<file path="src/rtl/mep_pkg.sv">
`timescale 1ns / 1ps
// ----------------------------------------------------------------------------
// mep_pkg
// Shared types, constants and fixed-point helpers for the escape-time unit.
// ----------------------------------------------------------------------------
package mep_pkg;

   localparam int DATA_W = 24;
   localparam int PROD_W = 2 * DATA_W;
   // wide enough for any iteration limit up to 63
   localparam int CNT_W  = 6;

   localparam int MAX_ITER_DEFAULT      = 18;
   localparam int FRAC_BITS_DEFAULT     = 12;
   localparam int SCREEN_WIDTH_DEFAULT  = 320;
   localparam int SCREEN_HEIGHT_DEFAULT = 240;

   // register map
   localparam logic [1:0] REG_ZOOM_SCALE  = 2'd0;
   localparam logic [1:0] REG_OFFSET_REAL = 2'd1;
   localparam logic [1:0] REG_OFFSET_IMAG = 2'd2;

   localparam logic signed [DATA_W-1:0] ZOOM_SCALE_RESET  = 24'sd8192;
   localparam logic signed [DATA_W-1:0] OFFSET_REAL_RESET = -24'sd4096;
   localparam logic signed [DATA_W-1:0] OFFSET_IMAG_RESET = 24'sd0;

   // palette bands
   localparam logic [CNT_W-1:0] PAL_LOW_LAST  = 6'd7;
   localparam logic [CNT_W-1:0] PAL_MID_LAST  = 6'd14;
   localparam logic [7:0]       PAL_MID_BASE  = 8'd7;
   localparam logic [7:0]       PAL_HIGH_BASE = 8'd231;

   typedef struct packed {
      logic                     valid;
      logic                     done;
      logic [CNT_W-1:0]         count;
      logic signed [DATA_W-1:0] cr;
      logic signed [DATA_W-1:0] ci;
      logic signed [DATA_W-1:0] zr;
      logic signed [DATA_W-1:0] zi;
   } mep_iter_type;

   // product scaled down by 2^frac, rounded toward zero, wrapped to 24 bits
   function automatic logic signed [DATA_W-1:0] fx_trunc(
      input logic signed [PROD_W-1:0] p,
      input int unsigned              frac
   );
      logic signed [PROD_W-1:0] bias;
      logic signed [PROD_W-1:0] q;
      bias = p[PROD_W-1] ? ((PROD_W'(1) <<< frac) - PROD_W'(1)) : '0;
      q    = (p + bias) >>> frac;
      return q[DATA_W-1:0];
   endfunction

   // magnitude as unsigned, most negative value gives 2^23
   function automatic logic [DATA_W-1:0] fx_abs(input logic signed [DATA_W-1:0] v);
      return v[DATA_W-1] ? DATA_W'(-v) : DATA_W'(v);
   endfunction

   function automatic logic [7:0] palette_of(input logic [CNT_W-1:0] i);
      logic [7:0] i8;
      logic [7:0] col;
      i8 = 8'(i);
      priority if (i == '0) begin
         col = 8'd0;
      end else if (i <= PAL_LOW_LAST) begin
         col = i8;
      end else if (i <= PAL_MID_LAST) begin
         col = PAL_MID_BASE + (i8 << 5);
      end else begin
         col = PAL_HIGH_BASE + (i8 << 3);
      end
      return col;
   endfunction

endpackage

</file>
<file path="src/rtl/mep_cell.sv">
`timescale 1ns / 1ps
// ----------------------------------------------------------------------------
// mep_cell
// One iteration of z = z^2 + c with the escape test, two register stages.
// ----------------------------------------------------------------------------
module mep_cell import mep_pkg::*; #(
   parameter int FRAC_BITS = FRAC_BITS_DEFAULT,
   parameter int CELL_IDX  = 0
) (
   input  logic         clock,
   input  logic         reset,
   input  logic         adv,
   input  mep_iter_type up_iter,
   output mep_iter_type dn_iter
);

   localparam logic [DATA_W-1:0] ESC_LIMIT = DATA_W'(2 << FRAC_BITS);
   localparam logic [CNT_W-1:0]  MY_COUNT  = CNT_W'(CELL_IDX);

   logic                     esc;
   logic signed [DATA_W-1:0] zsum;
   logic signed [DATA_W-1:0] zdiff;

   logic                     a_valid_ff, a_valid_in;
   logic                     a_done_ff, a_done_in;
   logic [CNT_W-1:0]         a_count_ff, a_count_in;
   logic signed [DATA_W-1:0] a_cr_ff, a_ci_ff;
   logic signed [PROD_W-1:0] a_sq_ff, a_sq_in;
   logic signed [PROD_W-1:0] a_xy_ff, a_xy_in;

   logic signed [DATA_W-1:0] nr;
   logic signed [DATA_W-1:0] xy;
   logic signed [DATA_W-1:0] ni;
   mep_iter_type             b_ff, b_in;

   always_comb begin
      esc        = (fx_abs(up_iter.zr) >= ESC_LIMIT) || (fx_abs(up_iter.zi) >= ESC_LIMIT);
      zsum       = up_iter.zr + up_iter.zi;
      zdiff      = up_iter.zr - up_iter.zi;
      a_valid_in = up_iter.valid;
      a_done_in  = up_iter.done | esc;
      // first escape fixes the count, later cells keep it
      a_count_in = (!up_iter.done && esc) ? MY_COUNT : up_iter.count;
      a_sq_in    = zsum * zdiff;
      a_xy_in    = up_iter.zr * up_iter.zi;
   end

   always_comb begin
      nr         = fx_trunc(a_sq_ff, FRAC_BITS);
      xy         = fx_trunc(a_xy_ff, FRAC_BITS);
      ni         = {xy[DATA_W-2:0], 1'b0};
      b_in.valid = a_valid_ff;
      b_in.done  = a_done_ff;
      b_in.count = a_count_ff;
      b_in.cr    = a_cr_ff;
      b_in.ci    = a_ci_ff;
      b_in.zr    = nr + a_cr_ff;
      b_in.zi    = ni + a_ci_ff;
   end

   always_ff @(posedge clock) begin
      if (reset) begin
         a_valid_ff <= 1'b0;
      end else if (adv) begin
         a_valid_ff <= a_valid_in;
      end
   end

   always_ff @(posedge clock) begin
      if (adv) begin
         a_done_ff  <= a_done_in;
         a_count_ff <= a_count_in;
         a_cr_ff    <= up_iter.cr;
         a_ci_ff    <= up_iter.ci;
         a_sq_ff    <= a_sq_in;
         a_xy_ff    <= a_xy_in;
      end
   end

   // only the valid bit is reset, the data follows it
   always_ff @(posedge clock) begin
      if (reset) begin
         b_ff.valid <= 1'b0;
      end else if (adv) begin
         b_ff.valid <= b_in.valid;
      end
      if (adv) begin
         b_ff.done  <= b_in.done;
         b_ff.count <= b_in.count;
         b_ff.cr    <= b_in.cr;
         b_ff.ci    <= b_in.ci;
         b_ff.zr    <= b_in.zr;
         b_ff.zi    <= b_in.zi;
      end
   end

   assign dn_iter = b_ff;

`ifndef SYNTH
   // a count once fixed is never changed further down the chain
   assert property (@(posedge clock) disable iff (reset)
      adv && up_iter.valid && up_iter.done |=> a_done_ff && a_count_ff == $past(up_iter.count))
      else $error("mep_cell: settled escape count altered");

   // a fresh escape records this cell's index
   assert property (@(posedge clock) disable iff (reset)
      adv && up_iter.valid && !up_iter.done && esc |=> a_count_ff == MY_COUNT)
      else $error("mep_cell: escape count not taken from cell index");

   // a frozen cell holds its data
   assert property (@(posedge clock) disable iff (reset)
      !adv |=> $stable(b_ff) && $stable(a_valid_ff))
      else $error("mep_cell: cell moved while frozen");
`endif

endmodule

</file>
<file path="config.mk">
export PLATFORM = sky130hd
export DESIGN_NAME = mep_cell
export DESIGN_NICKNAME = d
export VERILOG_FILES = /design/src/rtl/mep_pkg.sv /design/src/rtl/mep_cell.sv
export SDC_FILE = /design/constraint.sdc
export NUM_CORES = 2
export LEC_CHECK = 0
export BUFFER_PORTS_ARGS = -buffer_cell sky130_fd_sc_hd__clkbuf_2
export CORE_ASPECT_RATIO = 1.4
export CORE_MARGIN = 2
export CORE_UTILIZATION = 52
export DETAILED_ROUTE_END_ITERATION = 8
export GPL_TIMING_DRIVEN = 0
export PLACE_DENSITY = 0.8
export SYNTH_ARGS = -nofsm -noshare
export SYNTH_HDL_FRONTEND = slang
export SYNTH_SLANG_ARGS = --single-unit
export TNS_END_PERCENT = 30
</file>
<file path="constraint.sdc">
create_clock -name clock -period 10.03 [get_ports clock]
set_clock_uncertainty 0.2 [all_clocks]
set_input_delay 1.003 -clock clock [delete_from_list [all_inputs] [get_ports clock]]
set_output_delay 1.003 -clock clock [all_outputs]
set_load 0.03 [all_outputs]
</file>
* Yosys cells after proc, flatten, opt, wreduce, memory -nomap -nowiden
Index checks and enable logic that the tools add are counted.
** Storage, ports and cells
- Bits in registers :: 256
- Output and inout bits :: 104
- Logic and storage cells :: 34
** Operators by class
- Add/subtract/negate cells :: 8
- Multiply operators :: 2
- Order comparisons :: 2
- Multiplexer cells :: 4
- Bitwise gates (word level) :: 1
- Reductions and logical operators :: 3
** Operator list (number)
- $mul A24 B24 Y48 :: 2
- $add A24 B24 Y24 :: 3
- $ge A24 B14 Y1 const B :: 2
- $mux W24 :: 2
- $neg A24 Y24 :: 2
- $add A36 B13 Y36 :: 1
- $add A35 B13 Y35 :: 1
- $mux W12 :: 2
- $sub A24 B24 Y24 :: 1
- $logic_and A1 B1 Y1 :: 1
- $logic_not A1 Y1 :: 1
- $logic_or A1 B1 Y1 :: 1
- $or A1 B1 Y1 :: 1

* Logic depth before layout (Yosys ltp)
- Depth after elaboration :: 5
- Mapped depth :: 39
- Depth with buffers taken out :: 37

* Least setup slack after synthesis
OpenSTA, ideal clock, no wires.
- Kind :: input to register
- From :: in up_iter[13] in the netlist's numbering
- To :: reg a_sq_ff[47], data pin
- Setup time :: 0.146 ns
- Arrival :: 9.576 ns
- Required time :: 9.684 ns
- Setup slack :: 0.108 ns
- Stages :: 32
- Cell sequence :: clkbuf_1 > inv_1 > ha_1 > clkbuf_1 > or4_1 > nand2b_1 > o221ai_1 > a41oi_1 > o21ai_1 > a21o_1 > xor2_1 > nor2_1 > fa_1 > inv_1 > fa_1 > inv_1 > fa_1 > fa_1 > fa_1 > fa_1 > fa_1 > ha_1 > a21o_1 > a21o_1 > a21o_1 > a21o_1 > a21oi_1 > nor2b_1 > o21ai_0 > nand2_1 > or3_1 > a21oi_1
** Between the ends
- Cells in the longest elaborated chain, start to end :: 2
** RTL lines
- from (decl) :: RTL line mep_cell.sv:13 : input mep_iter_type up_iter,
- $add A24 B24 Y24 / $sub A24 B24 Y24 (equally long branches) :: RTL line mep_cell.sv:38, mep_cell.sv:39
- $mul A24 B24 Y48 * :: RTL line mep_cell.sv:44 : a_sq_in = zsum * zdiff;
- net a_sq_in[47] :: RTL line mep_cell.sv:28 : logic signed [PROD_W-1:0] a_sq_ff, a_sq_in;
- to (signal assigned) :: RTL line mep_cell.sv:75 : a_sq_ff <= a_sq_in;
- to (decl) :: RTL line mep_cell.sv:28
The timed path passes the listed nets; every way through them passes the cells marked *.
A chain may end at the register's enable or synchronous reset.

* Worst setup path in the final report
- From :: in up_iter[30] in the netlist's numbering
- To :: reg a_sq_ff[47], data pin
The elaborated chain is that of the path after synthesis.

==> results.cfg <==
[cts]
worst_setup_hold_path_clk_slew_ns = 0.07
clkLatencyLatePin_ns = 0.66
clockBufferDepth = 3
cts_buffer_count = 28
cts-htree-levels = 1
number_of_clock_sinks = 232
cts_tree = done
cts_root_buffer = clkbuf_16

[place]
dpl.hpwl_mm = 128.8
post_place_cells = 6978
placed_area_sq_um = 56040
buffer_ports.inserted = 210
gpl.final_weighted_congestion = 1.047

[setup_path]
timing.setup.critical_path_class = in2reg
ff2ff_setup_slack_ns = 3.49
worstPathMaxFanout = 8
critical_path.n_buffers_inverters = 11
worst_setup_path_end_kind = flop
cp.required_ns = 10.24
startpoint_type = input port
cpMostUsedCell = fa_1
cp_slowest_stage_delay_ns = 0.66
worst_path_dominant_cell_family = adder cells
slowest_stage = fa_2
timing.critical_path.arrival_ns = 10.15

[synth]
synth_compound_gate_area_share_pct = 5.058
synth-seq-area-share_pct = 13.04
synth-edff-count = 230
synthSimpleGateAreaFrac_pct = 12.89
syn_nets = 7145
yosys_most_used_dff = edfxtp_1
synth_adder_area_share_pct = 54.76
synth-seq-cells = 232
synth_top_family_by_area = adder cells
ys_types = 85
synthArstFlopShare_pct = 0
synth.mux.area_fraction_pct = 0.09393
ys.warnings.count = 0
synthCells = 5437
avgSynthCellArea_sq_um = 9.800
synth-xor-area-share_pct = 3.940
syn_area_sq_um = 53280

[routing]
detail_route.drc_violations = 0
detail_route.wl_per_cell_um = 22.10
viasPerCell = 5.623
drtIter0Drc = 3110
postRouteWirelength_mm = 157.5
drtAntennaViolNets = 0
drtPass1Iterations = 6
detailroute.via_count = 40070

[global_route]
grt_pass1_wl_mm = 242.4
met1_usage_pct = 34.71
globalRoute.totalOverflow = 0
first_global_vias = 43520
grt.met2_usage_pct = 51.51
global_route.usage.met3_pct = 6.602
overall_routing_resource_usage_pct = 30.77
antenna_found_initial = 21
pin_count_of_the_biggest_net_entering_global_routing = 121
top_usage_layer = met2

[die]
rows = 138
die_h_um = 382.7
die_width_um = 274.5
core-area_sq_um = 101400
design.die.area_sq_um = 105100
ios = 211
initial_core_util_pct = 52.57

[timing]
setup_viol_count_final = 0
max_slew.worst_pin.slew_ns = 1.439
finalHoldWorstSlack_ns = 0.2195
timing.final.crit_share_pct = 99.15
slew_headroom_pct = 3.365
finalHoldViolCount = 0
timing.final.crit_period_ns = 9.944
achievable-frequency_mhz = 100.6
timing_max_transition_violations_final = 0

[status]
status = complete, no violations

[layout]
design.final.nets = 7466
syn2layout_area_growth_pct = 10.63
final_core_utilization_pct = 58.16
fin_area_sq_um = 58940
fin_cells = 7126
drive_above_1_share_pct = 10.21

[job]
cap_violations = 0

[min_path]
timing.hold.worst.class = reg2reg
routing by layer:
metal	part of all wire, %	vias up	wire length, um
met5	0.084	-	132
met1	33	20200	52010
met2	49	2162	76840
met3	9.5	695	14930
met4	8.6	20	13540
li1	-	16990	-
synth_stat cells (15+ instances only):
master / instances / area share, %
a21oi_1: 118 / 1.1
ha_1: 383 / 9.0
nand2b_1: 52 / 0.61
edfxtp_1: 230 / 13
nor2_1: 311 / 2.2
a211oi_1: 23 / 0.32
inv_1: 1231 / 8.7
a21o_1: 67 / 0.94
nor3_1: 33 / 0.31
and3_1: 15 / 0.18
o21a_1: 22 / 0.31
nand2_1: 738 / 5.2
nand3_1: 47 / 0.44
o21ai_0: 56 / 0.53
xor2_1: 48 / 0.79
and2_1: 227 / 2.7
nand4_1: 23 / 0.27
o21bai_1: 15 / 0.21
fa_1: 1218 / 46
nor2b_1: 30 / 0.35
clkbuf_1: 174 / 1.2
xnor2_1: 183 / 3.0
logic make-up after synthesis:
kind of cell               after synthesis
AOI/OAI and AO/OA                      401
DFF                                    232
xor gates and xnor gates               235
adders and majority gates             1601
buffers and inverters                 1436
muxes                                    5
and+or+nand+nor                       1527
what timing repair did:
| action | in CTS | in global routing |
|---|---|---|
| buffers inserted | 39 | 49 |
| hold endpoints to repair | 0 | 0 |
| setup endpoints to repair | 18 | 8 |
| gates resized for setup | 171 | 151 |
| pin swaps | 28 | 52 |
| hold buffers | 0 | 0 |
cell usage in the layout, fill, tap and decap left out, types with 36 or more instances in the layout:
master,count
edfxtp_1,230
xor2_1,43
nand2_1,737
clkbuf_2,221
a21o_1,65
and2_1,222
fa_1,1208
buf_4,94
nand2b_1,52
a21oi_1,100
xnor2_2,36
o21ai_0,47
inv_1,1217
ha_1,371
clkbuf_1,125
nand3_1,46
xnor2_1,141
nor2_1,306
stage by stage:
| step | setup WS (ns) | setup TNS (ns) |
|---|---|---|
| 6_report | 0.08564 | 0 |
| 2_1_floorplan | 0.1080 | 0 |
| 5_1_grt | -0.1366 | -0.1829 |
| 3_5_place_dp | -2.901 | -31.60 |
| 4_1_cts | -0.01623 | -0.01623 |
| 3_3_place_gp | -2.774 | -29.24 |
flip-flops by register name, indices dropped and copies added (netlist names):
signal,flops
a_xy_ff,36
a_cr_ff,24
a_count_ff,6
a_done_ff,1
dn_iter,103
a_sq_ff,37
a_valid_ff,1
a_ci_ff,24
layout make-up:
type / instances / area [sq um]
antenna: 16 / 40.04
buffer: 192 / 985.9
clock buffer: 32 / 715.7
clock inverter: 20 / 206.4
fill: 8329 / 42410
inverter: 1236 / 4684
multi-input combinational: 3769 / 41840
sequential: 232 / 6947
tap: 1330 / 1664
timing repair buffer: 299 / 1862
final timing paths:
check	from	to	cells past startpoint
setup / recovery	up_iter[30]	a_sq_ff[47]$_DFFE_PP_	36
hold / removal	a_done_ff$_DFFE_PP_	dn_iter[102]$_DFFE_PP_	0
setup reg to reg	a_sq_ff[47]$_DFFE_PP_	dn_iter[46]$_DFFE_PP_	21
hold reg to reg	a_done_ff$_DFFE_PP_	dn_iter[102]$_DFFE_PP_	0
worst register-to-register path: stages (launching register included):
cell and delay, ns:
edfxtp_1 0.61, ha_1 0.38, a31o_2 0.14, a21oi_1 0.08, o21ai_0 0.33, a21oi_1 0.23, nor3_1 0.50, and3_1 0.22
clkbuf_1 0.37, nand2_1 0.26, xnor2_1 0.24, ha_1 0.31, nand4_1 0.17, nor2_1 0.09, a2111oi_2 0.51, nor3_1 0.18
o41ai_1 0.55, nand2b_1 0.16, a211o_1 0.32, a21o_1 0.19, a21oi_1 0.17, xnor2_1 0.08
Power is not shown: default switching activity piles up to over one toggle a cycle in this logic, so the estimate is an artifact.
