==> config.mk <==
export PLATFORM = sky130hd
export DESIGN_NAME = mep_map
export DESIGN_NICKNAME = d
export VERILOG_FILES = /design/src/rtl/mep_pkg.sv /design/src/rtl/mep_map.sv
export SDC_FILE = /design/constraint.sdc
export NUM_CORES = 2
export LEC_CHECK = 0
export ABC_AREA = 1
export BUFFER_PORTS_ARGS = -buffer_cell sky130_fd_sc_hd__buf_2
export CAP_MARGIN = 40
export CORE_MARGIN = 2
export CORE_UTILIZATION = 56
export DETAILED_ROUTE_END_ITERATION = 10
export PLACE_DENSITY = 0.79
export SLEW_MARGIN = 20
export SYNTH_ARGS = -nofsm -noshare
export SYNTH_HDL_FRONTEND = slang
export SYNTH_SLANG_ARGS = --single-unit
==> constraint.sdc <==
create_clock -name clock -period 13.2 [get_ports clock]
set_input_delay 2.64 -clock clock [delete_from_list [all_inputs] [get_ports clock]]
set_output_delay 2.64 -clock clock [all_outputs]
set_load 0.03 [all_outputs]
==> src/rtl/mep_pkg.sv <==
`timescale 1ns / 1ps
// ----------------------------------------------------------------------------
// mep_pkg
// Shared types, constants and fixed-point helpers for the escape-time unit.
// ----------------------------------------------------------------------------
package mep_pkg;

   localparam int DATA_W = 24;
   localparam int PROD_W = 2 * DATA_W;
   // wide enough for any iteration limit up to 63
   localparam int CNT_W  = 6;

   localparam int MAX_ITER_DEFAULT      = 18;
   localparam int FRAC_BITS_DEFAULT     = 12;
   localparam int SCREEN_WIDTH_DEFAULT  = 320;
   localparam int SCREEN_HEIGHT_DEFAULT = 240;

   // register map
   localparam logic [1:0] REG_ZOOM_SCALE  = 2'd0;
   localparam logic [1:0] REG_OFFSET_REAL = 2'd1;
   localparam logic [1:0] REG_OFFSET_IMAG = 2'd2;

   localparam logic signed [DATA_W-1:0] ZOOM_SCALE_RESET  = 24'sd8192;
   localparam logic signed [DATA_W-1:0] OFFSET_REAL_RESET = -24'sd4096;
   localparam logic signed [DATA_W-1:0] OFFSET_IMAG_RESET = 24'sd0;

   // palette bands
   localparam logic [CNT_W-1:0] PAL_LOW_LAST  = 6'd7;
   localparam logic [CNT_W-1:0] PAL_MID_LAST  = 6'd14;
   localparam logic [7:0]       PAL_MID_BASE  = 8'd7;
   localparam logic [7:0]       PAL_HIGH_BASE = 8'd231;

   typedef struct packed {
      logic                     valid;
      logic                     done;
      logic [CNT_W-1:0]         count;
      logic signed [DATA_W-1:0] cr;
      logic signed [DATA_W-1:0] ci;
      logic signed [DATA_W-1:0] zr;
      logic signed [DATA_W-1:0] zi;
   } mep_iter_type;

   // product scaled down by 2^frac, rounded toward zero, wrapped to 24 bits
   function automatic logic signed [DATA_W-1:0] fx_trunc(
      input logic signed [PROD_W-1:0] p,
      input int unsigned              frac
   );
      logic signed [PROD_W-1:0] bias;
      logic signed [PROD_W-1:0] q;
      bias = p[PROD_W-1] ? ((PROD_W'(1) <<< frac) - PROD_W'(1)) : '0;
      q    = (p + bias) >>> frac;
      return q[DATA_W-1:0];
   endfunction

   // magnitude as unsigned, most negative value gives 2^23
   function automatic logic [DATA_W-1:0] fx_abs(input logic signed [DATA_W-1:0] v);
      return v[DATA_W-1] ? DATA_W'(-v) : DATA_W'(v);
   endfunction

   function automatic logic [7:0] palette_of(input logic [CNT_W-1:0] i);
      logic [7:0] i8;
      logic [7:0] col;
      i8 = 8'(i);
      priority if (i == '0) begin
         col = 8'd0;
      end else if (i <= PAL_LOW_LAST) begin
         col = i8;
      end else if (i <= PAL_MID_LAST) begin
         col = PAL_MID_BASE + (i8 << 5);
      end else begin
         col = PAL_HIGH_BASE + (i8 << 3);
      end
      return col;
   endfunction

endpackage

==> src/rtl/mep_map.sv <==
`timescale 1ns / 1ps
// ----------------------------------------------------------------------------
// mep_map
// Three-stage pixel to complex point mapping, both axes side by side.
// ----------------------------------------------------------------------------
module mep_map import mep_pkg::*; #(
   parameter int FRAC_BITS     = FRAC_BITS_DEFAULT,
   parameter int SCREEN_HEIGHT = SCREEN_HEIGHT_DEFAULT
) (
   input  logic                     clock,
   input  logic                     reset,
   input  logic                     adv,
   input  logic                     in_valid,
   input  logic [8:0]               pixel_x,
   input  logic [7:0]               pixel_y,
   input  logic signed [DATA_W-1:0] zoom_scale,
   input  logic signed [DATA_W-1:0] offset_real,
   input  logic signed [DATA_W-1:0] offset_imag,
   output mep_iter_type             iter_out
);

   localparam int PIX_W       = 10;
   localparam int HEIGHT_LOG  = $clog2(SCREEN_HEIGHT);
   localparam int RECIP_SHIFT = DATA_W + HEIGHT_LOG;
   localparam int RECIP_W     = DATA_W + 1;
   localparam int QPROD_W     = DATA_W + RECIP_W;
   // ceil(2^k / height): exact quotient for any 24-bit magnitude
   localparam logic [63:0] RECIP_FULL =
      ((64'd1 << RECIP_SHIFT) + 64'(SCREEN_HEIGHT) - 64'd1) / 64'(SCREEN_HEIGHT);
   localparam logic [RECIP_W-1:0] RECIP = RECIP_FULL[RECIP_W-1:0];
   localparam logic signed [DATA_W-1:0] HALF = DATA_W'(1 << (FRAC_BITS - 1));

   logic [PIX_W-1:0] pix [2];
   logic signed [DATA_W-1:0] offs [2];

   logic                     v1_ff, v1_in;
   logic                     v2_ff, v2_in;
   logic                     v3_ff, v3_in;
   logic [QPROD_W-1:0]       qprod_ff [2];
   logic [QPROD_W-1:0]       qprod_in [2];
   logic                     neg_ff [2];
   logic                     neg_in [2];
   logic signed [PROD_W-1:0] zprod_ff [2];
   logic signed [PROD_W-1:0] zprod_in [2];
   logic signed [DATA_W-1:0] c_ff [2];
   logic signed [DATA_W-1:0] c_in [2];

   assign pix[0]  = PIX_W'(pixel_x);
   assign pix[1]  = PIX_W'(pixel_y);
   assign offs[0] = offset_real;
   assign offs[1] = offset_imag;

   assign v1_in = in_valid;
   assign v2_in = v1_ff;
   assign v3_in = v2_ff;

   for (genvar a = 0; a < 2; a++) begin : g_axis
      logic [PIX_W+FRAC_BITS-1:0] pix_wide;
      logic [DATA_W-1:0]          s;
      logic [DATA_W-1:0]          s_mag;
      logic [DATA_W-1:0]          q_mag;
      logic signed [DATA_W-1:0]   q;
      logic signed [DATA_W-1:0]   t;

      always_comb begin
         // stage 1: magnitude of the scaled pixel times the reciprocal
         pix_wide    = (PIX_W + FRAC_BITS)'(pix[a]) << FRAC_BITS;
         s           = DATA_W'(pix_wide);
         neg_in[a]   = s[DATA_W-1];
         s_mag       = s[DATA_W-1] ? -s : s;
         qprod_in[a] = QPROD_W'(s_mag) * QPROD_W'(RECIP);
         // stage 2: signed quotient, centre, scale by zoom
         q_mag       = DATA_W'(qprod_ff[a] >> RECIP_SHIFT);
         q           = neg_ff[a] ? -$signed(q_mag) : $signed(q_mag);
         t           = q - HALF;
         zprod_in[a] = t * zoom_scale;
         // stage 3: rescale and shift by offset
         c_in[a]     = fx_trunc(zprod_ff[a], FRAC_BITS) + offs[a];
      end

      always_ff @(posedge clock) begin
         if (adv) begin
            qprod_ff[a] <= qprod_in[a];
            neg_ff[a]   <= neg_in[a];
            zprod_ff[a] <= zprod_in[a];
            c_ff[a]     <= c_in[a];
         end
      end
   end

   always_ff @(posedge clock) begin
      if (reset) begin
         v1_ff <= 1'b0;
         v2_ff <= 1'b0;
         v3_ff <= 1'b0;
      end else if (adv) begin
         v1_ff <= v1_in;
         v2_ff <= v2_in;
         v3_ff <= v3_in;
      end
   end

   always_comb begin
      iter_out.valid = v3_ff;
      iter_out.done  = 1'b0;
      iter_out.count = '0;
      iter_out.cr    = c_ff[0];
      iter_out.ci    = c_ff[1];
      iter_out.zr    = '0;
      iter_out.zi    = '0;
   end

endmodule

* Word-level counts from Yosys, hierarchy flattened
Memories as Yosys holds them, arrays and structs flattened.
Index checks and enable logic that the tools add are counted.
** Word-level totals
- Memories kept :: 3
- Output and inout port bits :: 104
- Memory bits (writable) :: 210
- Bits in registers :: 3
** Memories
- zprod_ff :: words 2, bits a word 48, read ports 2, clocked after Yosys merged registers in 0, write ports 2, line mep_map.sv:43 : logic signed [PROD_W-1:0] zprod_ff [2];
- qprod_ff :: words 2, bits a word 33, read ports 2, clocked after Yosys merged registers in 0, write ports 2, line mep_map.sv:39 : logic [QPROD_W-1:0] qprod_ff [2];
- c_ff :: words 2, bits a word 24, read ports 2, clocked after Yosys merged registers in 0, write ports 2, line mep_map.sv:45 : logic signed [DATA_W-1:0] c_ff [2];
** Operators by class
- Multiply operators :: 4
- $add $sub $neg :: 8
- Multiplexer cells :: 6
** Operators by type and width (count)
- multiplier 24 x 24 -> 48 bit :: 2
- adder 36 x 13 -> 36 bit :: 2
- adder 24 bit :: 2
- two-way mux 24 bit :: 2
- negation 17 -> 24 bit :: 2
- subtractor 24 x 13 -> 24 bit (second input constant) :: 2
- multiplier 9 x 24 -> 33 bit (second input constant) :: 1
- multiplier 8 x 24 -> 32 bit (second input constant) :: 1
- two-way mux 12 bit :: 2
- two-way mux 1 bit :: 2

* Logic depth before layout (Yosys ltp)
An unclocked memory read counts as a cell.
- Word-level depth :: 5
- Mapped depth :: 37

* Worst setup path before layout
OpenSTA, ideal clock, no wires.
- Path type :: input -> register
- Start :: in zoom_scale[1]
- End :: mem zprod_ff[0][47] (netlist name), data pin
- Data arrival time :: 8.684 ns
- Required time :: 12.946 ns
- Setup slack :: 4.262 ns
- Path buffers :: 2
- Setup time :: 0.254 ns
- Cell stages on the path :: 29
- Path through :: clkbuf_1 -> clkbuf_1 -> nand2_1 -> inv_1 -> fa_1 -> fa_1 -> inv_1 -> fa_1 -> inv_1 -> fa_1 -> inv_1 -> fa_1 -> inv_1 -> fa_1 -> inv_1 -> fa_1 -> inv_1 -> ha_1 -> nand2_1 -> nor2_1 -> nand4_1 -> inv_1 -> nand2_1 -> nor2_1 -> inv_1 -> nor2_1 -> nor2_1 -> nand2_1 -> nand2_1
** RTL lines
- start, declared :: line mep_map.sv:16 : input logic signed [DATA_W-1:0] zoom_scale,
- end, declared :: line mep_map.sv:43

==> flow_summary.json <==
{
  "drive_gt1_frac": 0.0453,
  "crit_path_start_kind": "input port",
  "fin_area_um2": 46900,
  "netlist.area_leader.share": 0.433,
  "hp-class": "reg2reg",
  "busiest_layer": "met2",
  "r2r_start": "qprod_ff[0][30]",
  "cts-resized-gates": 0,
  "clockBufferDepth": 2,
  "vias": 33900,
  "grtUsageMet3": 0.0486,
  "post-synth-top-count-cell": "inv_1",
  "grt_max_degree": 75,
  "critPathMaxFanout": 30,
  "syn_inst": 5230,
  "start_util": 0.566,
  "cp-end-kind": "flop",
  "layout.nets": 6733,
  "yosys_warnings": 0,
  "worstSetupPathType": "in2reg",
  "placedCellCount": 6317,
  "avgRoutedWirePerCell_um": 17.4,
  "worstSkewPairLatency_ns": 0.51,
  "dieArea_um2": 82100,
  "postCtsSetupRepairBufs": 0,
  "die_w_um": 286,
  "finalClockSkew_ns": 0.0232,
  "ant_nets": 0,
  "dr.pass1.iters": 6,
  "hold_end": "v3_ff",
  "regToRegEndpoint": "zprod_ff[0][47]",
  "yosysSeqAreaShare": 0.101,
  "met1_usage": 0.395,
  "rows": 103,
  "synthTopCellsByArea": "fa_1 (43%), inv_1 (12%), ha_1 (11%), edfxtp_1 (10%), nand2_1 (9.4%)",
  "cap_violations": 0,
  "antenna_found_initial": 10,
  "timing.final.crit_period_ns": 9.26,
  "pin_count": 197,
  "max_freq_mhz": 108,
  "grt_pass1_vias": 36000,
  "reg2reg_slack_ns": 4.05,
  "die_h_um": 286,
  "crit_arrival_ns": 9.52,
  "synthTopCellsByCount": "inv_1 (1450), nand2_1 (1115), fa_1 (966)",
  "synth_edf_count": 149,
  "synth_top_area_cell": "fa_1",
  "placed_area_um2": 46300,
  "cts_root_buf": "clkbuf_16",
  "finalSetupTns_ns": 0,
  "synthToLayoutAreaGrowth_pct": 4.92,
  "synthesis.area_um2": 44700,
  "grt_pass1_wl_um": 183000,
  "cts_hold_buf": 0,
  "relSlewSlack": 0.436,
  "synth.distinct_cells": 49,
  "rsz0062_at_grt": "no",
  "fillers": 6824,
  "grt-ovfl-total": 0,
  "syn_area_per_cell_um2": 8.54,
  "wl_um": 111000,
  "setup_viol": 0,
  "worst_pin_slew_ns": 0.846,
  "dp_hpwl_um": 92100,
  "port_buffers": 141,
  "numCtsBuffers": 17,
  "status": "finished clean",
  "drc": 0,
  "fin_cells": 6352,
  "worstRegToRegCells": 31,
  "hp-start": "v2_ff",
  "htreeDepth": 4,
  "maxSlewViolCount": 0,
  "cts_tree": "built",
  "clock_sinks": 152,
  "core-area_um2": 79000,
  "gp_congestion": 0.968,
  "drt_iter0_drc": 2698,
  "use_met2": 0.456,
  "grt_usage": 0.284,
  "ys_ff_latch": 152,
  "vias_per_cell": 5.33,
  "hold_depth": 2,
  "finalHoldViolations": 0,
  "finalCritPeriodShare": 0.702,
  "yosys_most_used_dff": "edfxtp_1",
  "required_ns": 13.45,
  "clkTransAtPathRegs_ns": 0.08,
  "async_reset_ff_frac": 0
}
## worst max-delay path by stage
stage	start	cells after the start	end
final	zoom_scale[6]	22	zprod_ff[0][83]
after global routing	zoom_scale[6]	21	zprod_ff[0][95]
after CTS	zoom_scale[3]	28	zprod_ff[0][47]
after detailed placement	zoom_scale[3]	28	zprod_ff[0][47]
after global placement	zoom_scale[3]	28	zprod_ff[0][47]
after floorplan	zoom_scale[1]	29	zprod_ff[0][47]
## critical path: stages
cell     delay, ns
buf_2         0.61
nand2_1       0.27
fa_1          0.76
inv_1         0.10
fa_1          0.52
fa_1          0.80
inv_1         0.26
fa_1          0.52
fa_1          0.53
fa_1          0.50
inv_1         0.05
fa_1          0.45
ha_1          0.39
nand2_1       0.11
nor2_1        0.14
nand2_1       0.09
nor3_1        0.32
nand2_1       0.09
nand2_1       0.15
nand2_1       0.08
nand3_1       0.07
nand2_1       0.05
## logic make-up after synthesis
kind of cell | after synthesis | share of synthesized area
AO/OA/AOI/OAI | 323 | 0.0411
buffers and inverters | 1646 | 0.143
adder cells (fa/ha/maj) | 1353 | 0.541
flip-flops | 152 | 0.101
AND/OR/NAND/NOR | 1608 | 0.144
XOR/XNOR | 147 | 0.0288
other | 1 | 0.0000839
## cell type report
| type | count | area (µm²) | area share |
|---|---|---|---|
| Antenna cell | 2 | 5.00 | 0.000107 |
| Clock buffer | 18 | 429 | 0.00915 |
| Clock inverter | 14 | 155 | 0.00331 |
| Inverter | 1456 | 5470 | 0.117 |
| Multi-Input combinational cell | 3486 | 34000 | 0.724 |
| Sequential cell | 152 | 4530 | 0.0967 |
| Tap cell | 1050 | 1310 | 0.0280 |
| Timing Repair Buffer | 174 | 1020 | 0.0218 |
## layer usage
metal	share of wire	wire length, µm	vias to the layer above
met3	0.085	9420	267
met2	0.47	52400	1431
met1	0.41	45000	16800
li1	-	-	15300
met4	0.033	3650	14
met5	0.00086	95	-
## flip-flops by register name (all words and copies together) (netlist names)
| signal | cells |
|---|---|
| c_ff | 48 |
| qprod_ff | 27 |
| v1_ff | 1 |
| v2_ff | 1 |
| v3_ff | 1 |
| zprod_ff | 74 |
## through the flow
stage / utilization / hold WS, ns / setup slack [ns]
after global routing: 0.593 / 0.482 / 3.51
after floorplan: - / 0.430 / 4.26
after detailed placement: 0.586 / 0.446 / 3.51
after CTS: 0.593 / 0.458 / 4.04
after global placement: 0.585 / 0.441 / 3.58
final: 0.593 / 0.454 / 3.94
## layout by cell type (no fill, tap or decap), types with 4 or more instances in the layout
cell | synthesis | layout
inv_1 | 1450 | 1450
nand2_1 | 1115 | 1115
fa_1 | 966 | 966
ha_1 | 387 | 387
nor2_1 | 277 | 277
a21oi_1 | 154 | 154
edfxtp_1 | 149 | 149
buf_2 | 3 | 140
xor2_1 | 112 | 112
nand3_1 | 110 | 110
o21ai_0 | 74 | 74
conb_1 | 1 | 55
nor3_1 | 38 | 38
xnor2_1 | 35 | 35
nand4_1 | 28 | 28
buf_4 | 57 | 27
o21bai_1 | 21 | 21
a21o_1 | 18 | 18
clkbuf_16 | 0 | 17
a31oi_1 | 11 | 11
a211oi_1 | 8 | 8
o21ai_1 | 8 | 8
nor4_1 | 8 | 8
a21boi_0 | 7 | 7
or2_2 | 7 | 7
o21a_1 | 6 | 6
nand2_2 | 5 | 5
nor2_2 | 5 | 5
inv_8 | 0 | 5
nor3_2 | 4 | 4
inv_2 | 4 | 4
nand3b_1 | 4 | 4
clkinv_4 | 0 | 4
buf_8 | 0 | 4
Power is left out: the tool's default activity adds up to more than one toggle a clock period on the data nets, which glitch-free logic cannot reach.
